$ cat config.mk
export PLATFORM = sky130hd
export DESIGN_NAME = dial_event_hid_report_engine
export DESIGN_NICKNAME = d
export VERILOG_FILES = /design/src/rtl/core/dhre_pkg.sv /design/src/rtl/core/dhre_store.sv /design/src/rtl/core/dhre_dial_unit.sv /design/src/rtl/core/dial_event_hid_report_engine.sv
export SDC_FILE = /design/constraint.sdc
export NUM_CORES = 1
export LEC_CHECK = 0
export BUFFER_PORTS_ARGS = -buffer_cell sky130_fd_sc_hd__buf_4
export CAP_MARGIN = 20
export CORE_AREA = 2 2 221 266
export CTS_BUF_LIST = sky130_fd_sc_hd__clkbuf_8 sky130_fd_sc_hd__clkbuf_16
export DETAILED_ROUTE_END_ITERATION = 6
export DIE_AREA = 0 0 223 268
export SLEW_MARGIN = 20
export SYNTH_ARGS = -nofsm -noshare
export SYNTH_HDL_FRONTEND = slang
export SYNTH_SLANG_ARGS = --single-unit
$ cat constraint.sdc
create_clock -name i_clk -period 8.6 [get_ports i_clk]
set_clock_uncertainty 0.1 [all_clocks]
set_input_delay 1.72 -clock i_clk [delete_from_list [all_inputs] [get_ports i_clk]]
set_output_delay 1.72 -clock i_clk [all_outputs]
set_load 0.01 [all_outputs]
$ cat src/rtl/core/dhre_pkg.sv
package dhre_pkg;

    localparam int REPORTS_DEF       = 8;
    localparam int DIALS             = 8;
    localparam int DIAL_EV_W         = 4;
    localparam int EVENTS_W          = DIALS * DIAL_EV_W;
    localparam int BTN_W             = 24;
    localparam int ID_W              = 4;
    localparam int PAGE_W            = 4;
    localparam int TICK_W            = 8;
    localparam int PTR_W             = 8;
    localparam logic [TICK_W-1:0] RELEASE_TICKS_RST = 8'd2;

    // Bit positions inside one dial's event nibble.
    localparam int EV_PRESS   = 0;
    localparam int EV_RELEASE = 1;
    localparam int EV_LEFT    = 2;
    localparam int EV_RIGHT   = 3;

    // Bit positions inside the page dial's event nibble.
    localparam int PG_HOME = 1;
    localparam int PG_PREV = 2;
    localparam int PG_NEXT = 3;

    typedef struct packed {
        logic [BTN_W-1:0] buttons;
        logic [BTN_W-1:0] awaiting;
        logic             changed;
    } t_entry;

endpackage

$ cat src/rtl/core/dhre_store.sv
module dhre_store
    import dhre_pkg::*;
#(
    parameter int REPORTS = REPORTS_DEF,
    parameter int IW      = $clog2(REPORTS_DEF)
) (
    input  logic          i_clk,
    input  logic          i_rst_n,
    input  logic [IW-1:0] i_addr,
    input  logic          i_we,
    input  t_entry        i_wdata,
    output t_entry        o_rdata
);

    logic [BTN_W-1:0] r_buttons  [REPORTS];
    logic [BTN_W-1:0] r_awaiting [REPORTS];
    logic [REPORTS-1:0] r_changed;

    always_ff @(posedge i_clk) begin
        if (!i_rst_n) begin
            for (int i = 0; i < REPORTS; i++) begin
                r_buttons[i]  <= '0;
                r_awaiting[i] <= '0;
            end
            r_changed <= '1;
        end else if (i_we) begin
            r_buttons[i_addr]  <= i_wdata.buttons;
            r_awaiting[i_addr] <= i_wdata.awaiting;
            r_changed[i_addr]  <= i_wdata.changed;
        end
    end

    assign o_rdata = {r_buttons[i_addr], r_awaiting[i_addr], r_changed[i_addr]};

endmodule

$ cat src/rtl/core/dhre_dial_unit.sv
module dhre_dial_unit
    import dhre_pkg::*;
(
    input  logic [EVENTS_W-1:0] i_events,
    input  t_entry              i_entry,
    output t_entry              o_entry,
    output logic                o_any_tap
);

    always_comb begin
        logic [DIAL_EV_W-1:0] ev;
        o_entry   = i_entry;
        o_any_tap = 1'b0;
        for (int i = 0; i < DIALS; i++) begin
            ev = i_events[DIAL_EV_W*i +: DIAL_EV_W];
            // A release in the same transaction as a press wins.
            if (ev[EV_PRESS]) begin
                o_entry.buttons[3*i] = 1'b1;
            end
            if (ev[EV_RELEASE]) begin
                o_entry.buttons[3*i] = 1'b0;
            end
            if (ev[EV_LEFT]) begin
                o_entry.buttons[3*i+1]  = 1'b1;
                o_entry.awaiting[3*i+1] = 1'b1;
            end
            if (ev[EV_RIGHT]) begin
                o_entry.buttons[3*i+2]  = 1'b1;
                o_entry.awaiting[3*i+2] = 1'b1;
            end
            if (ev != '0) begin
                o_entry.changed = 1'b1;
            end
            if (ev[EV_LEFT] || ev[EV_RIGHT]) begin
                o_any_tap = 1'b1;
            end
        end
    end

endmodule

$ cat src/rtl/core/dial_event_hid_report_engine.sv
// Dial event HID report engine. Each input transaction is one poll pass: it
// applies the dial events to the report of the selected page, steps the page,
// runs the release timer and then walks the report store one entry a clock
// cycle, releasing tapped buttons and picking the next changed report to send.
// A transaction runs from acceptance through the dial update (S_DIAL), the
// walk over the single-port report store (S_SWEEP) and the load of its result
// into the output register (S_DONE); the input is ready again in the following
// cycle. The result waits in the output register while the next transaction is
// being processed, and the load is held back only while the previous result
// has not been taken.
module dial_event_hid_report_engine
    import dhre_pkg::*;
#(
    parameter int REPORTS = REPORTS_DEF
) (
    input  logic                i_clk,
    input  logic                i_rst_n,
    input  logic                i_cfg_we,
    input  logic [TICK_W-1:0]   i_cfg_data,
    input  logic                i_in_valid,
    output logic                o_in_ready,
    input  logic [EVENTS_W-1:0] i_dial_events,
    input  logic [3:0]          i_page_events,
    input  logic                i_timer_tick,
    input  logic                i_endpoint_ready,
    output logic                o_out_valid,
    input  logic                i_out_ready,
    output logic                o_send_valid,
    output logic [ID_W-1:0]     o_report_num,
    output logic [BTN_W-1:0]    o_button_bits,
    output logic [PAGE_W-1:0]   o_current_page
);

    localparam int IW = (REPORTS > 1) ? $clog2(REPORTS) : 1;
    localparam logic [IW-1:0]     LAST_IDX = IW'(REPORTS - 1);
    localparam logic [PAGE_W-1:0] MAX_PAGE = PAGE_W'(REPORTS);

    typedef enum logic [3:0] {
        S_IDLE  = 4'b0001,
        S_DIAL  = 4'b0010,
        S_SWEEP = 4'b0100,
        S_DONE  = 4'b1000
    } t_state;

    t_state r_state, n_state;

    logic [TICK_W-1:0]   r_release_ticks;
    logic [EVENTS_W-1:0] r_dials;
    logic [3:0]          r_page_ev;
    logic                r_tick;
    logic                r_ready;

    logic [PAGE_W-1:0] r_page, n_page;
    logic [TICK_W-1:0] r_count, n_count;
    logic              r_allowed, n_allowed;
    logic [PTR_W-1:0]  r_ptr, n_ptr;
    logic [IW-1:0]     r_ptr_mod, n_ptr_mod;
    logic [IW-1:0]     r_idx, n_idx;
    logic [IW-1:0]     r_k, n_k;
    logic              r_found, n_found;
    logic [IW-1:0]     r_sel_idx, n_sel_idx;
    logic [BTN_W-1:0]  r_sel_bits, n_sel_bits;

    logic              r_out_valid, n_out_valid;
    logic              r_send, n_send;
    logic [ID_W-1:0]   r_id, n_id;
    logic [BTN_W-1:0]  r_bits, n_bits;
    logic [PAGE_W-1:0] r_cur_page, n_cur_page;

    logic [IW-1:0] st_addr;
    logic          st_we;
    t_entry        st_wdata;
    t_entry        st_rdata;
    t_entry        dial_entry;
    logic          dial_tap;

    dhre_store #(
        .REPORTS (REPORTS),
        .IW      (IW)
    ) u_store (
        .i_clk   (i_clk),
        .i_rst_n (i_rst_n),
        .i_addr  (st_addr),
        .i_we    (st_we),
        .i_wdata (st_wdata),
        .o_rdata (st_rdata)
    );

    dhre_dial_unit u_dial (
        .i_events  (r_dials),
        .i_entry   (st_rdata),
        .o_entry   (dial_entry),
        .o_any_tap (dial_tap)
    );

    assign o_in_ready = (r_state == S_IDLE);

    always_comb begin
        logic              page_ok;
        logic [TICK_W-1:0] cnt;
        t_entry            ent;
        n_state     = r_state;
        n_page      = r_page;
        n_count     = r_count;
        n_allowed   = r_allowed;
        n_ptr       = r_ptr;
        n_ptr_mod   = r_ptr_mod;
        n_idx       = r_idx;
        n_k         = r_k;
        n_found     = r_found;
        n_sel_idx   = r_sel_idx;
        n_sel_bits  = r_sel_bits;
        n_out_valid = r_out_valid && !i_out_ready;
        n_send      = r_send;
        n_id        = r_id;
        n_bits      = r_bits;
        n_cur_page  = r_cur_page;
        st_addr     = r_idx;
        st_we       = 1'b0;
        st_wdata    = st_rdata;
        page_ok     = (r_page >= PAGE_W'(1)) && (r_page <= MAX_PAGE);
        cnt         = r_count;
        ent         = st_rdata;

        case (r_state)
            S_IDLE: begin
                if (i_in_valid) begin
                    n_state = S_DIAL;
                end
            end
            S_DIAL: begin
                st_addr  = IW'(r_page - PAGE_W'(1));
                st_wdata = dial_entry;
                st_we    = page_ok;
                if (page_ok && dial_tap) begin
                    n_count   = '0;
                    n_allowed = 1'b0;
                end
                if (r_page_ev[PG_PREV]) begin
                    n_page = (n_page <= PAGE_W'(1) || n_page > MAX_PAGE) ?
                             MAX_PAGE : n_page - PAGE_W'(1);
                end
                if (r_page_ev[PG_NEXT]) begin
                    n_page = (n_page >= MAX_PAGE) ? PAGE_W'(1) : n_page + PAGE_W'(1);
                end
                if (r_page_ev[PG_HOME]) begin
                    n_page = PAGE_W'(1);
                end
                if (r_tick) begin
                    cnt = n_count + TICK_W'(1);
                    if (cnt >= r_release_ticks) begin
                        n_count   = '0;
                        n_allowed = 1'b1;
                    end else begin
                        n_count = cnt;
                    end
                end
                // The modulo copy of the pointer restarts whenever the
                // eight-bit pointer itself wraps.
                if (r_ready) begin
                    n_ptr     = r_ptr + PTR_W'(1);
                    n_ptr_mod = (r_ptr == '1 || r_ptr_mod == LAST_IDX) ?
                                '0 : r_ptr_mod + IW'(1);
                end
                n_idx   = n_ptr_mod;
                n_k     = '0;
                n_found = 1'b0;
                n_state = S_SWEEP;
            end
            S_SWEEP: begin
                st_addr = r_idx;
                if (r_allowed && !ent.changed && ent.awaiting != '0) begin
                    ent.buttons  = ent.buttons & ~ent.awaiting;
                    ent.awaiting = '0;
                    ent.changed  = 1'b1;
                end
                if (r_ready && !r_found && ent.changed) begin
                    ent.changed = 1'b0;
                    n_found     = 1'b1;
                    n_sel_idx   = r_idx;
                    n_sel_bits  = ent.buttons;
                end
                st_wdata = ent;
                st_we    = 1'b1;
                n_idx    = (r_idx == LAST_IDX) ? '0 : r_idx + IW'(1);
                n_k      = r_k + IW'(1);
                if (r_k == LAST_IDX) begin
                    n_k     = '0;
                    n_state = S_DONE;
                end
            end
            S_DONE: begin
                if (!r_out_valid || i_out_ready) begin
                    n_out_valid = 1'b1;
                    n_send      = r_found;
                    n_id        = r_found ? ID_W'(r_sel_idx) + ID_W'(1) : '0;
                    n_bits      = r_found ? r_sel_bits : '0;
                    n_cur_page  = r_page;
                    n_state     = S_IDLE;
                end
            end
            default: begin
                n_state = S_IDLE;
            end
        endcase
    end

    always_ff @(posedge i_clk) begin
        if (!i_rst_n) begin
            r_state         <= S_IDLE;
            r_release_ticks <= RELEASE_TICKS_RST;
            r_page          <= PAGE_W'(1);
            r_count         <= '0;
            r_allowed       <= 1'b0;
            r_ptr           <= '0;
            r_ptr_mod       <= '0;
            r_idx           <= '0;
            r_k             <= '0;
            r_found         <= 1'b0;
            r_out_valid     <= 1'b0;
        end else begin
            r_state     <= n_state;
            r_page      <= n_page;
            r_count     <= n_count;
            r_allowed   <= n_allowed;
            r_ptr       <= n_ptr;
            r_ptr_mod   <= n_ptr_mod;
            r_idx       <= n_idx;
            r_k         <= n_k;
            r_found     <= n_found;
            r_out_valid <= n_out_valid;
            if (i_cfg_we) begin
                r_release_ticks <= i_cfg_data;
            end
        end
    end

    always_ff @(posedge i_clk) begin
        if (i_in_valid && o_in_ready) begin
            r_dials   <= i_dial_events;
            r_page_ev <= i_page_events;
            r_tick    <= i_timer_tick;
            r_ready   <= i_endpoint_ready;
        end
        r_sel_idx  <= n_sel_idx;
        r_sel_bits <= n_sel_bits;
        r_send     <= n_send;
        r_id       <= n_id;
        r_bits     <= n_bits;
        r_cur_page <= n_cur_page;
    end

    assign o_out_valid    = r_out_valid;
    assign o_send_valid   = r_send;
    assign o_report_num   = r_id;
    assign o_button_bits  = r_bits;
    assign o_current_page = r_cur_page;

    a_page_range: assert property (@(posedge i_clk) disable iff (!i_rst_n)
        (r_page >= PAGE_W'(1)) && (r_page <= MAX_PAGE))
        else $error("selected page left its range");

    a_ptr_mod_range: assert property (@(posedge i_clk) disable iff (!i_rst_n)
        r_ptr_mod <= LAST_IDX)
        else $error("rotate pointer modulo copy out of range");

    a_sweep_ends: assert property (@(posedge i_clk) disable iff (!i_rst_n)
        (r_state == S_SWEEP && r_k == LAST_IDX) |=> (r_state == S_DONE))
        else $error("sweep did not end after the last report");

    a_send_id: assert property (@(posedge i_clk) disable iff (!i_rst_n)
        (o_out_valid && o_send_valid) |->
        (o_report_num != '0) && (o_report_num <= ID_W'(REPORTS)))
        else $error("sent report carries a bad identifier");

    a_nosend_zero: assert property (@(posedge i_clk) disable iff (!i_rst_n)
        (o_out_valid && !o_send_valid) |->
        (o_report_num == '0) && (o_button_bits == '0))
        else $error("idle result carries report data");

endmodule

# Word level (Yosys, flattened, before mapping)
# Memories as Yosys holds them, arrays and structs flattened.
# Index checks and enable logic that the tools add are counted.
word_totals:
  reg_bits: 150
  ramBits: 384
  inputBits: 51
  word_cells: 207
  n_memories: 2
op_classes:
  addsub: 8
  order_cmp: 8
  n_eq_ne: 12
  n_mux: 112
  bitwise: 2
  n_reduce_logical: 41
memory_table:
  columns: ["memory", "words", "word_bits", "read_ports", "rd_clocked_by_memory_dff", "write_ports", "line_no", "text"]
  rows:
  - ["u_store.r_awaiting", 8, 24, 1, 0, 8, "dhre_store.sv:16", "logic [BTN_W-1:0] r_awaiting [REPORTS];"]
  - ["u_store.r_buttons", 8, 24, 1, 0, 8, "dhre_store.sv:15", "logic [BTN_W-1:0] r_buttons [REPORTS];"]
op_table:
  columns: ["operator", "n"]
  rows:
  - ["49-bit two-way mux", 2]
  - ["49-bit one-hot mux with 2 select lines", 1]
  - ["1-bit two-way mux", 79]
  - ["24-bit two-way mux", 2]
  - ["24-bit OR reduction", 2]
  - ["4-bit two-way mux", 9]
  - ["8-bit two-way mux", 4]
  - ["4-bit nonzero test", 8]
  - ["24-bit AND", 1]
  - ["24-bit inverter", 1]
  - ["24-bit nonzero test", 1]
  - ["3-bit two-way mux", 7]
  - ["8-bit by 1-bit adder with 8-bit output, second input constant", 2]
  - ["4-bit one-hot mux with 4 select lines", 1]
  - ["3-bit one-hot mux with 2 select lines", 2]
  - ["1-bit logical OR", 11]
  - ["3-bit by 1-bit adder with 3-bit output, second input constant", 3]
  - ["3-bit == test, second input constant", 3]
  - ["1-bit logical AND", 9]
  - ["8-bit bitwise mux", 1]
  - ["8-bit == test, second input constant", 1]
  - ["8-bit >= comparator", 1]
  - ["2-bit != test, second input constant", 4]
  - ["2-bit AND reduction", 4]
  - ["other kinds (20)", 24]

# Longest topological paths before layout
# Gate-level depths: netlist of the first run.
logic_depth:
  ltp_word: 16
  mapped_depth: 19
  depth_no_buf: 18

# By module
# Synthesis of the first run repeated with hierarchy kept, for this count alone.
hier_totals:
  hier_cells: 1722
  area_unflattened_um2: 24624.9
by_module_without_submodules:
  columns: ["mod", "instances", "cells_each", "area_each_um2", "seq_area_each_um2"]
  rows:
  - ["dhre_store", 1, 1036, 17474.3, 11691.2]
  - ["dial_event_hid_report_engine", 1, 618, 6751.5, 3793.6]
  - ["dhre_dial_unit", 1, 68, 399.1, 0.0]

# Least setup slack after synthesis of the first run
# Ideal clock, no wire load.
synth_path:
  kind: "flip-flop to flip-flop"
  start: "register r_page[0]"
  end: "memory u_store.r_awaiting[0][0] (enable)"
  setup_time_ns: 0.523
  t_arrival_ns: 5.805
  t_required_ns: 7.977
  slack_ns: 2.172
  path_stages_with_launch: 10
  n_path_buf: 2
  cell_sequence: "dfxtp_1 > clkinv_1 > ha_1 > xnor2_1 > nand4_1 > o41ai_1 > clkbuf_1 > clkbuf_1 > inv_1 > o21ai_0"
synth_rtl:
  columns: ["element", "line_no", "text"]
  rows:
  - ["start: declaration", "dial_event_hid_report_engine.sv:53", "logic [PAGE_W-1:0] r_page, n_page;"]
  - ["start signal: assignment", "dial_event_hid_report_engine.sv:223", "r_page <= n_page;"]
  - ["end: declaration", "dhre_store.sv:16", null]

# Final worst setup path of the first run
layout_path:
  start: "register r_page[0]"
  end: "register r_sel_bits[8] (enable)"
layout_via:
  elab_chain_cells: 11
layout_lines:
  columns: ["element", "line_no", "text"]
  rows:
  - ["4-bit by 1-bit subtractor with 4-bit output (*)", null, null]
  - ["3-bit two-way mux (*)", "dial_event_hid_report_engine.sv:125", "case (r_state)"]
  - ["parallel branches: the longest is 5 deep, another holds memory read 8 x 24 bit", null, null]
  - ["49-bit two-way mux (*)", "dial_event_hid_report_engine.sv:172", "if (r_allowed && !ent.changed && ent.awaiting != '0) begin"]
  - ["49-bit two-way mux (*)", "dial_event_hid_report_engine.sv:125", null]
  - ["1-bit logical AND (*)", "dial_event_hid_report_engine.sv:177", "if (r_ready && !r_found && ent.changed) begin"]
  - ["2-bit AND reduction (no source line) (*)", null, null]
  - ["end signal: assignment", "dial_event_hid_report_engine.sv:246", "r_sel_bits <= n_sel_bits;"]
  - ["end: declaration", "dial_event_hid_report_engine.sv:62", "logic [BTN_W-1:0] r_sel_bits, n_sel_bits;"]
# Mark *: on every way between the ends. The select of a mux whose other input is x is not followed.
# A chain may end at the register's enable or synchronous reset.

==> results_dict.tcl, run 1 <==
set metrics [dict create \
    max_slew.worst_pin.slew_ns 1.14 \
    crit_path_end_kind "flop" \
    synthToLayoutAreaGrowth_pct 14.1 \
    detail_route.wl_per_cell_um 24.3 \
    grt_first_pass_wirelength_mm 99.5 \
    timing.fmax_ghz 0.147 \
    via_per_inst 5.81 \
    root_buffer "clkbuf_16" \
    syn_area_um2 23200 \
    final_common_cell "edfxtp_1" \
    routed_wl_mm 66.7 \
    gp_congestion 0.890 \
    cellLeakagePower_nw 9.22 \
    first_pass_iters 6 \
    met3_usage 0.0519 \
    io_buffers 84 \
    antenna_cells 0 \
    met2_usage 0.365 \
    relSlewSlack 0.230 \
    finalNetCount 2042 \
    ant_nets 0 \
    use_met1 0.287 \
    fin_cells 2749 \
    grt_pass1_vias 15806 \
    grt_start_max_net_pins 52 \
    cts_setup_buffers 0 \
    path_clk_slew_ns 0.06 \
    slowest_stage "a221oi_1" \
    dp_cells 2649 \
    layout-drive-gt1-share 0.125 \
    seq_area_frac_synth 0.667 \
    chipHeight_um 268 \
    yosys_warnings 0 \
    grt_busiest_layer "met2" \
    drt-initial-drc-count 1930 \
    period_share 0.792 \
    holdWs_ns 0.385 \
    avgSynthCellArea_um2 12.3 \
    dieArea_um2 59800 \
    nFillCells 5048 \
    layout_common_cells "481 x edfxtp_1, 407 x nor2_1, 136 x nand2_1, 127 x buf_4, 92 x a22oi_1" \
    clock-sinks 533 \
    cp.required_ns 8.80 \
    antenna_found_initial 5 \
    synth_ff_type "edfxtp_1" \
    clockBufferDepth 3 \
    critical-path-top-delay-family "compound AO/OA/AOI/OAI gates" \
    pin_count 86 \
    power_density_nw_per_um2 207 \
    post_dp_cell_area_um2 24800 \
    min_period_ns 6.81 \
    post_cts_resized 0 \
    path_cells "clkinv_1 -> ha_1 -> xor2_2 -> mux2_2 -> nor2_1 -> a32o_1 -> a221oi_1 -> or4bb_1 -> nor3_1 -> a21oi_1 -> buf_4 -> o21a_1 -> buf_8" \
    worstPathArrival_ns 7.02 \
    start_kind "flop" \
    synth_cells 1890 \
    cpPeakStageDelay_ns 0.88 \
    cts_tree "done" \
    synth-async-reset-ratio 0 \
    core_area_um2 57100 \
    maxSlewViolCount 0 \
    grt-ovfl-total 0 \
    hpwl_mm 40.0 \
    clk_latency_ns 0.62 \
    setup_tns_ns 0 \
    ir_drop_mv 0.144 \
    start_util 0.407 \
    max-cap-violations 0 \
    ys_ff_latch 533 \
    fin_area_um2 26500 \
    numCtsBuffers 55 \
    synthesis.nets 1961 \
    critPathMaxFanout 21 \
    rows 96 \
    grt_setup_unrepaired "false" \
    hold_buffers 0 \
    worstSetupPathType "flop to flop" \
    hold_viol 0 \
    cts_max_level 2 \
    grt_usage 0.223 \
    setup_viol 0 \
    min_path_type "flop to flop" \
    drc_errors 0 \
    status "complete, no violations" \
    vias 15974 \
    synth_cell_types 78 \
    die_w_um 223 \
    synth_edf_count 481 \
    cp.buffers_inverters 3 \
]
layer usage:
metal / up-vias / wire length [um]
li1: 7178 / -
met1: 7845 / 26400
met2: 785 / 31600
met3: 160 / 6180
met4: 6 / 2440
met5: - / 33
logic make-up after synthesis:
family	after synthesis	synth area share
simple gates	790	0.160
flops	533	0.667
compound gates	331	0.102
buf+inv	137	0.0249
mux	63	0.0293
fa+ha+maj	20	0.0108
xor+xnor	16	0.00636
stage by stage:
| step | worst slack, ns | total power (W) | utilization |
|---|---|---|---|
| 2_1_floorplan | 2.17 | 0.00317 | - |
| 3_3_place_gp | 1.66 | 0.00330 | 0.434 |
| 3_5_place_dp | 1.99 | 0.00332 | 0.435 |
| 4_1_cts | 1.92 | 0.00551 | 0.464 |
| 5_1_grt | 1.64 | 0.00564 | 0.464 |
| 6_report | 1.79 | 0.00548 | 0.464 |
worst reg2reg max path: cells and delay by family, from the launching register on:
kind	cells	cell delay [ns]
flip-flops	1	0.73
buffers and inverters	3	1.11
adder cells (fa/ha/maj)	1	0.50
XOR/XNOR	1	0.50
AND/OR/NAND/NOR	3	0.74
AO/OA/AOI/OAI	4	2.13
multiplexers	1	0.69
synth_stat cells (26+ instances only):
cell,instances,area share
nand2_1,136,0.022
o21ai_0,33,0.0071
a21oi_1,70,0.015
nand3_1,26,0.0056
mux2i_1,53,0.023
nor2_1,407,0.066
edfxtp_1,481,0.62
and2_1,36,0.0097
and3_1,26,0.0070
nor2b_1,49,0.013
inv_1,30,0.0049
dfxtp_1,52,0.045
clkbuf_1,69,0.011
a22oi_1,92,0.030
worst paths after layout:
check / from / end / slack [ns] / depth (start not counted)
setup / recovery: r_page[0] / r_sel_bits[8] / 1.79 / 13
hold / removal: u_store.r_changed[3] / u_store.r_changed[3] / 0.38 / 1
setup reg to reg: r_page[0] / r_sel_bits[8] / 1.79 / 13
hold reg to reg: u_store.r_changed[3] / u_store.r_changed[3] / 0.38 / 1
registers in the layout, indices dropped and copies added, names as in the netlist, 3 cells and up:
| register | count |
|---|---|
| o_button_bits | 24 |
| o_current_page | 4 |
| o_report_num | 4 |
| r_count | 8 |
| r_dials | 32 |
| r_idx | 3 |
| r_k | 3 |
| r_page | 4 |
| r_page_ev | 3 |
| r_ptr | 8 |
| r_ptr_mod | 3 |
| r_release_ticks | 8 |
| r_sel_bits | 24 |
| r_sel_idx | 3 |
| r_state | 4 |
| u_store.r_awaiting | 192 |
| u_store.r_buttons | 192 |
| u_store.r_changed | 8 |
where the power goes:
part / switching [W] / internal, W
clock network: 0.000996 / 0.00122
logic: 0.000228 / 0.0000875
registers: 0.0000435 / 0.00291
layout make-up:
class                           count  area, um^2  area share
Inverter                           31         116     0.00439
Clock inverter                     42         229     0.00864
Multi-Input combinational cell   1220        7290       0.275
Sequential cell                   533       15500       0.585
Timing Repair Buffer              130        1020      0.0384
Tap cell                          735         920      0.0347
Clock buffer                       58        1430      0.0539
Note: power is estimated with default switching activity, not from simulation.
==> run 2: changes to the inputs <==
--- a/config.mk
+++ b/config.mk
@@ -5,12 +5,13 @@
 export SDC_FILE = /design/constraint.sdc
 export NUM_CORES = 1
 export LEC_CHECK = 0
+export ABC_AREA = 1
 export BUFFER_PORTS_ARGS = -buffer_cell sky130_fd_sc_hd__buf_4
 export CAP_MARGIN = 20
-export CORE_AREA = 2 2 221 266
+export CORE_AREA = 2 2 225 272
 export CTS_BUF_LIST = sky130_fd_sc_hd__clkbuf_8 sky130_fd_sc_hd__clkbuf_16
 export DETAILED_ROUTE_END_ITERATION = 6
-export DIE_AREA = 0 0 223 268
+export DIE_AREA = 0 0 227 274
 export SLEW_MARGIN = 20
 export SYNTH_ARGS = -nofsm -noshare
 export SYNTH_HDL_FRONTEND = slang
==> constraint.sdc (replaced) <==
create_clock -name i_clk -period 6 [get_ports i_clk]
set_clock_uncertainty 0.1 [all_clocks]
set_input_delay 1.2 -clock i_clk [delete_from_list [all_inputs] [get_ports i_clk]]
set_output_delay 1.2 -clock i_clk [all_outputs]
set_load 0.01 [all_outputs]
==> run 2 against run 1 <==
  * Final area rose by 3.9%
  * Non-clock buffer count is 6 lower
  * Final cell count grew 20%
  * Hold slack got worse by 0.058 ns
  * Synthesized cell count increased by 26%
  * Largest cell class unchanged
==> results_dict.tcl, run 2 <==
set metrics [dict create \
    nFillCells 5668 \
    pin_count 86 \
    grt_usage 0.221 \
    crit_path_end_kind "flop" \
    wl_met2_mm 34.0 \
    clock-sinks 533 \
    synth_edf_count 481 \
    rows 99 \
    reg_top3 "u_store.r_awaiting x192, u_store.r_buttons x192, r_dials x32" \
    cp.depth 19 \
    ys_ff_latch 533 \
    power_density_nw_per_um2 301 \
    yosys-top-cells-count "494 x nand2_1, 481 x edfxtp_1, 289 x nor2_1" \
    fin_area_um2 27500 \
    hold_buffers 0 \
    cp-startpoint "r_state[3]" \
    detail_route.wl_per_cell_um 20.7 \
    ant_nets 0 \
    synthToLayoutAreaGrowth_pct 13.7 \
    cpPeakStageDelay_ns 0.72 \
    drt-initial-drc-count 1781 \
    synth_ff_type "edfxtp_1" \
    min_path_type "flop to flop" \
    cts_setup_buffers 0 \
    cp.buffers_inverters 3 \
    cellLeakagePower_nw 11.1 \
    rr_startpoint "r_state[3]" \
    worstSetupPathType "flop to flop" \
    max-cap-violations 0 \
    synth.most_common_cell "nand2_1" \
    synth_cells 2387 \
    core_area_um2 60000 \
    io_buffers 84 \
    clk_latency_ns 0.60 \
    layout-drive-gt1-share 0.115 \
    gp_congestion 0.830 \
    synth_top_cells_by_area "edfxtp_1 60%, nand2_1 7.7%, a21oi_1 5.0%, nor2_1 4.5%, inv_1 4.4%" \
    root_buffer "clkbuf_16" \
    seq_area_frac_synth 0.640 \
    drc_errors 0 \
    max_slew.worst_pin.slew_ns 1.14 \
    layout_common_cells "486 x nand2_1, 481 x edfxtp_1, 294 x inv_1, 285 x nor2_1, 240 x a21oi_1" \
    first_pass_iters 5 \
    hold_viol 0 \
    grt_start_max_net_pins 100 \
    clockBufferDepth 3 \
    critPathMaxFanout 45 \
    cts_max_level 2 \
    netlist.area_leader.share 0.597 \
    ir_drop_mv 0.196 \
    syn_area_um2 24200 \
    synth-async-reset-ratio 0 \
    maxSlewViolCount 0 \
    critical-path-top-delay-family "simple AND/OR/NAND/NOR gates" \
    grt_setup_unrepaired "false" \
    cp.required_ns 6.12 \
    p_total_w 0.00828 \
    finalNetCount 2531 \
    start_util 0.404 \
    vias 17739 \
    wl_met1_mm 26.8 \
    grt_first_pass_wirelength_mm 103 \
    avgSynthCellArea_um2 10.1 \
    path_clk_slew_ns 0.06 \
    min_period_ns 4.67 \
    grt-ovfl-total 0 \
    post_cts_resized 0 \
    reg2reg_slack_ns 1.33 \
    r2r_cells 19 \
    yosys_warnings 0 \
    yosysTopAreaCell "edfxtp_1" \
    slowest_stage "nor2_4" \
    final_common_cell "nand2_1" \
    numCtsBuffers 52 \
    wl_met3_mm 4.72 \
    synth_cell_types 48 \
    dieArea_um2 62200 \
    path_cells "nor2_2 -> nand2_4 -> buf_4 -> nand2_1 -> nand2_2 -> nor2_4 -> nand2_1 -> o21ai_1 -> nor2_1 -> nand2_1 -> nor2_1 -> nand2_1 -> nor2_1 -> nand2_4 -> nand2_8 -> nand2_1 -> nand3_1 -> inv_1 -> buf_4" \
    r2r_end "r_sel_bits[17]" \
    timing.fmax_ghz 0.214 \
    antenna_found_initial 2 \
    crit_path_frequent_cell "nand2_1" \
    status "complete, no violations" \
    setup_tns_ns 0 \
    endpoint "r_sel_bits[17]" \
    grt_pass1_vias 17262 \
    synthesis.nets 2458 \
    routed_wl_mm 68.4 \
    setup_viol 0 \
    top_layer_used "met4" \
    worstPathArrival_ns 4.78 \
    cts_tree "done" \
    chipHeight_um 274 \
    period_share 0.778 \
    post_dp_cell_area_um2 25800 \
    hpwl_mm 39.3 \
    start_kind "flop" \
    relSlewSlack 0.238 \
    via_per_inst 5.36 \
    die_w_um 227 \
]
run 2: changes by cell type in the layout (fill, tap and decap cells not counted), moves of 47 or more:
cell,previous run,this run
nand2_1,136,486
inv_1,46,294
a21oi_1,69,240
nor2_1,407,285
nand3_1,26,115
mux2i_1,51,0
nor2b_1,47,0
run 2: layout make-up:
class | count | area (um^2) | area share
diodes | 2 | 5.00 | 0.000182
clock buffers | 58 | 1440 | 0.0523
clock inverters | 37 | 274 | 0.00996
inverters | 296 | 1110 | 0.0404
multi-input cells | 1453 | 7180 | 0.261
flip-flops and latches | 533 | 15500 | 0.563
well taps | 808 | 1010 | 0.0367
repair buffers | 124 | 1010 | 0.0368
run 2: through the flow:
stage | utilization | worst slack (ns) | instances | hold slack [ns]
final | 0.459 | 1.33 | 3311 | 0.327
after detailed placement | 0.430 | 1.39 | 3213 | 0.315
after floorplan | - | 2.50 | 2387 | 0.306
after global routing | 0.459 | 1.02 | 3311 | 0.366
after global placement | 0.430 | 1.47 | 3213 | 0.318
after CTS | 0.458 | 1.37 | 3308 | 0.329
run 2: cells by family (layout without fill, tap and decap cells):
| logic type | count (synthesis) | in the layout | synth area share |
|---|---|---|---|
| AND/OR/NAND/NOR | 989 | 989 | 0.171 |
| flip-flops | 533 | 533 | 0.640 |
| AO/OA/AOI/OAI | 438 | 438 | 0.110 |
| buffers and inverters | 401 | 515 | 0.0661 |
| adder cells (fa/ha/maj) | 20 | 20 | 0.0103 |
| XOR/XNOR | 6 | 6 | 0.00217 |
| other | 0 | 2 | 0 |
run 2: report_power, final:
part	internal [W]	leakage, nW	switching [W]
Sequential	0.00419	5.26	0.0000606
Combinational	0.000182	4.92	0.000557
Clock	0.00189	0.874	0.00140
run 2: worst min-delay path by stage:
stage / slack, ns / endpoint / start / cells after the start
3_3_place_gp: 0.32 / o_current_page[1] / r_page[1] / 0
6_report: 0.33 / o_current_page[1] / r_page[1] / 0
2_1_floorplan: 0.31 / o_send_valid / r_found / 0
3_5_place_dp: 0.31 / o_current_page[1] / r_page[1] / 0
5_1_grt: 0.37 / o_current_page[1] / r_page[1] / 0
4_1_cts: 0.33 / o_current_page[1] / r_page[1] / 0
run 2: worst reg2reg max path, cell delays in order (launching register included):
cell and delay, ns:
dfxtp_1 0.34, nor2_2 0.25, nand2_4 0.07, buf_4 0.31
nand2_1 0.16, nand2_2 0.31, nor2_4 0.72, nand2_1 0.13
o21ai_1 0.24, nor2_1 0.14, nand2_1 0.08, nor2_1 0.04
nand2_1 0.12, nor2_1 0.11, nand2_4 0.17, nand2_8 0.22
nand2_1 0.18, nand3_1 0.13, inv_1 0.08, buf_4 0.38
run 2: layer usage:
| metal | global-route usage | vias to the layer above |
|---|---|---|
| met3 | 0.0304 | 150 |
| met5 | 0 | - |
| li1 | - | 8267 |
| met4 | 0.0913 | 0 |
| met2 | 0.383 | 687 |
| met1 | 0.277 | 8635 |
==> run 3: changes to the inputs <==
--- a/config.mk
+++ b/config.mk
@@ -5,13 +5,13 @@
 export SDC_FILE = /design/constraint.sdc
 export NUM_CORES = 1
 export LEC_CHECK = 0
-export ABC_AREA = 1
+export ABC_AREA = 0
 export BUFFER_PORTS_ARGS = -buffer_cell sky130_fd_sc_hd__buf_4
 export CAP_MARGIN = 20
-export CORE_AREA = 2 2 225 272
+export CORE_AREA = 2 2 221 266
 export CTS_BUF_LIST = sky130_fd_sc_hd__clkbuf_8 sky130_fd_sc_hd__clkbuf_16
 export DETAILED_ROUTE_END_ITERATION = 6
-export DIE_AREA = 0 0 227 274
+export DIE_AREA = 0 0 223 268
 export SLEW_MARGIN = 20
 export SYNTH_ARGS = -nofsm -noshare
 export SYNTH_HDL_FRONTEND = slang
==> constraint.sdc (replaced) <==
create_clock -name i_clk -period 4.35 [get_ports i_clk]
set_clock_uncertainty 0.1 [all_clocks]
set_input_delay 0.87 -clock i_clk [delete_from_list [all_inputs] [get_ports i_clk]]
set_output_delay 0.87 -clock i_clk [all_outputs]
set_load 0.01 [all_outputs]
==> run 3 against run 2 <==
  * Combinational power down 2%
  * Total power is 33% higher
  * Via count fell by 6.0%
  * Final area rose by 1.3%
  * Flip-flop and latch count did not move
  * Worst setup slack got worse by 1.2 ns
  * Clock power grew 36%
  * Critical path type unchanged
  * Critical endpoint is now u_store.r_awaiting[1][21]
  * Largest cell class unchanged
  * Largest power group unchanged
==> results_dict.tcl, run 3 (synthesized netlist as in run 1, its figures left out) <==
set metrics [dict create \
    grt-ovfl-total 0 \
    power_density_nw_per_um2 396 \
    vias 16681 \
    status "complete, no violations" \
    finalNetCount 2188 \
    gp_congestion 0.899 \
    routed_wl_mm 67.8 \
    maxSlewViolCount 0 \
    holdWs_ns 0.325 \
    pin_count 86 \
    min_path_type "input pin to flop" \
    fin_ws_ns 0.165 \
    grt_setup_unrepaired "false" \
    clock-sinks 533 \
    synthToLayoutAreaGrowth_pct 20.2 \
    die_w_um 223 \
    worstSetupPathType "flop to flop" \
    layout_common_cells "481 x edfxtp_1, 404 x nor2_1, 253 x buf_4, 136 x nand2_1, 92 x a22oi_1" \
    core_area_um2 57100 \
    final-seq-area_um2 15500 \
    cp.required_ns 4.69 \
    relSlewSlack 0.233 \
    layout-drive-gt1-share 0.186 \
    antenna_found_initial 5 \
    chipHeight_um 268 \
    setup_viol 0 \
    min_period_ns 4.19 \
    final_common_cell "edfxtp_1" \
    start_kind "flop" \
    numCtsBuffers 55 \
    root_buffer "clkbuf_16" \
    hold_viol 0 \
    drt-initial-drc-count 2071 \
    timing.fmax_ghz 0.239 \
    nFillCells 4992 \
    reg_top3 "u_store.r_awaiting x192, u_store.r_buttons x192, r_dials x32" \
    drc_errors 0 \
    hold_buffers 0 \
    first_pass_iters 6 \
    antenna_cells 0 \
    grt_pass1_vias 16665 \
    clk_latency_ns 0.62 \
    p_sw_w 0.00249 \
    power_frac_seq 0.528 \
    multi_input_area_um2 7330 \
    p_total_w 0.0110 \
    pwr-share-clk 0.406 \
    cts_tree "done" \
    max-cap-violations 0 \
    clockBufferDepth 3 \
    ir_drop_mv 0.318 \
    grt_start_max_net_pins 53 \
    period_share 0.962 \
    critPathMaxFanout 20 \
    grt_usage 0.226 \
    grt_first_pass_wirelength_mm 101 \
    p_int_w 0.00855 \
    max_slew.worst_pin.slew_ns 1.14 \
    start_util 0.407 \
    cellLeakagePower_nw 10.0 \
    dieArea_um2 59800 \
    fin_cells 2894 \
    p_comb_frac 0.066 \
    swShare 0.226 \
    detail_route.wl_per_cell_um 23.4 \
    worstPathArrival_ns 4.53 \
    hpwl_mm 44.0 \
    io_buffers 84 \
    rows 96 \
    dpl_worst_slack_ns -0.219 \
    path_clk_slew_ns 0.06 \
    cts_max_level 2 \
    dp_cells 2792 \
    via_per_inst 5.76 \
    crit_path_end_kind "flop" \
    ant_nets 0 \
]
## run 3: cell types whose count changed in the layout (fill, tap and decap cells not counted), sizes merged, moves of 28 or more
cell / previous run / this run
nor2: 304 / 412
mux2i: 0 / 54
inv: 305 / 47
nand3: 116 / 32
a21oi: 241 / 70
nor2b: 0 / 49
o21ai: 78 / 37
and2: 9 / 37
nand2: 517 / 136
buf: 124 / 276
## run 3: per-layer routing
layer	vias up	routed length, um	GRT usage
met1	8282	26900	0.288
met2	784	32800	0.388
met5	-	0	0
met4	0	2780	0.0960
met3	158	5300	0.0316
li1	7457	-	-
## run 3: power groups by stage
stage / Clock (W) / Combinational (W) / Sequential [W]
6_report: 0.00448 / 0.000727 / 0.00583
5_1_grt: 0.00471 / 0.000772 / 0.00584
4_1_cts: 0.00454 / 0.000720 / 0.00583
3_5_place_dp: 0 / 0.000715 / 0.00593
3_3_place_gp: 0 / 0.000707 / 0.00592
2_1_floorplan: 0 / 0.000355 / 0.00591
## run 3: critical path: stages (launching register included)
cell     delay, ns
dfxtp_1       0.35
nor4b_4       0.39
buf_12        0.19
mux2i_4       0.08
buf_12        0.17
buf_4         0.19
buf_4         0.17
nor2_2        0.20
a32oi_1       0.14
and3_1        0.18
or4_1         0.64
nor4_4        0.39
a21o_4        0.22
buf_12        0.16
nand3_4       0.09
buf_12        0.20
nor2_1        0.13
## run 3: worst paths after layout
| check | cells after the start | from | to | slack (ns) |
|---|---|---|---|---|
| worst max-delay path | 16 | r_state[3] | u_store.r_awaiting[1][21] | 0.16 |
| worst max register to register | 16 | r_state[3] | u_store.r_awaiting[1][21] | 0.16 |
| worst min register to register | 1 | u_store.r_changed[1] | u_store.r_changed[1] | 0.39 |
| worst min-delay path | 1 | i_dial_events[11] | r_dials[11] | 0.33 |
## run 3: through the flow
step | setup TNS (ns) | utilization | cell area [um^2]
2_1_floorplan | 0 | - | 23200
3_3_place_gp | -0.563 | 0.458 | 26100
3_5_place_dp | -5.03 | 0.458 | 26100
4_1_cts | 0 | 0.488 | 27900
5_1_grt | 0 | 0.489 | 27900
6_report | 0 | 0.489 | 27900
## run 3: layout make-up
| cell class | instances | share of cell area |
|---|---|---|
| clock buffers | 59 | 0.0521 |
| multi-input cells | 1220 | 0.263 |
| clock inverters | 40 | 0.00870 |
| inverters | 31 | 0.00417 |
| repair buffers | 276 | 0.0840 |
| well taps | 735 | 0.0330 |
| flip-flops and latches | 533 | 0.555 |
## run 3: timing repair
action / CTS / global route
resized for setup: 4 / 8
setup buffers: 3 / 0
setup endpoints to repair: 146 / 311
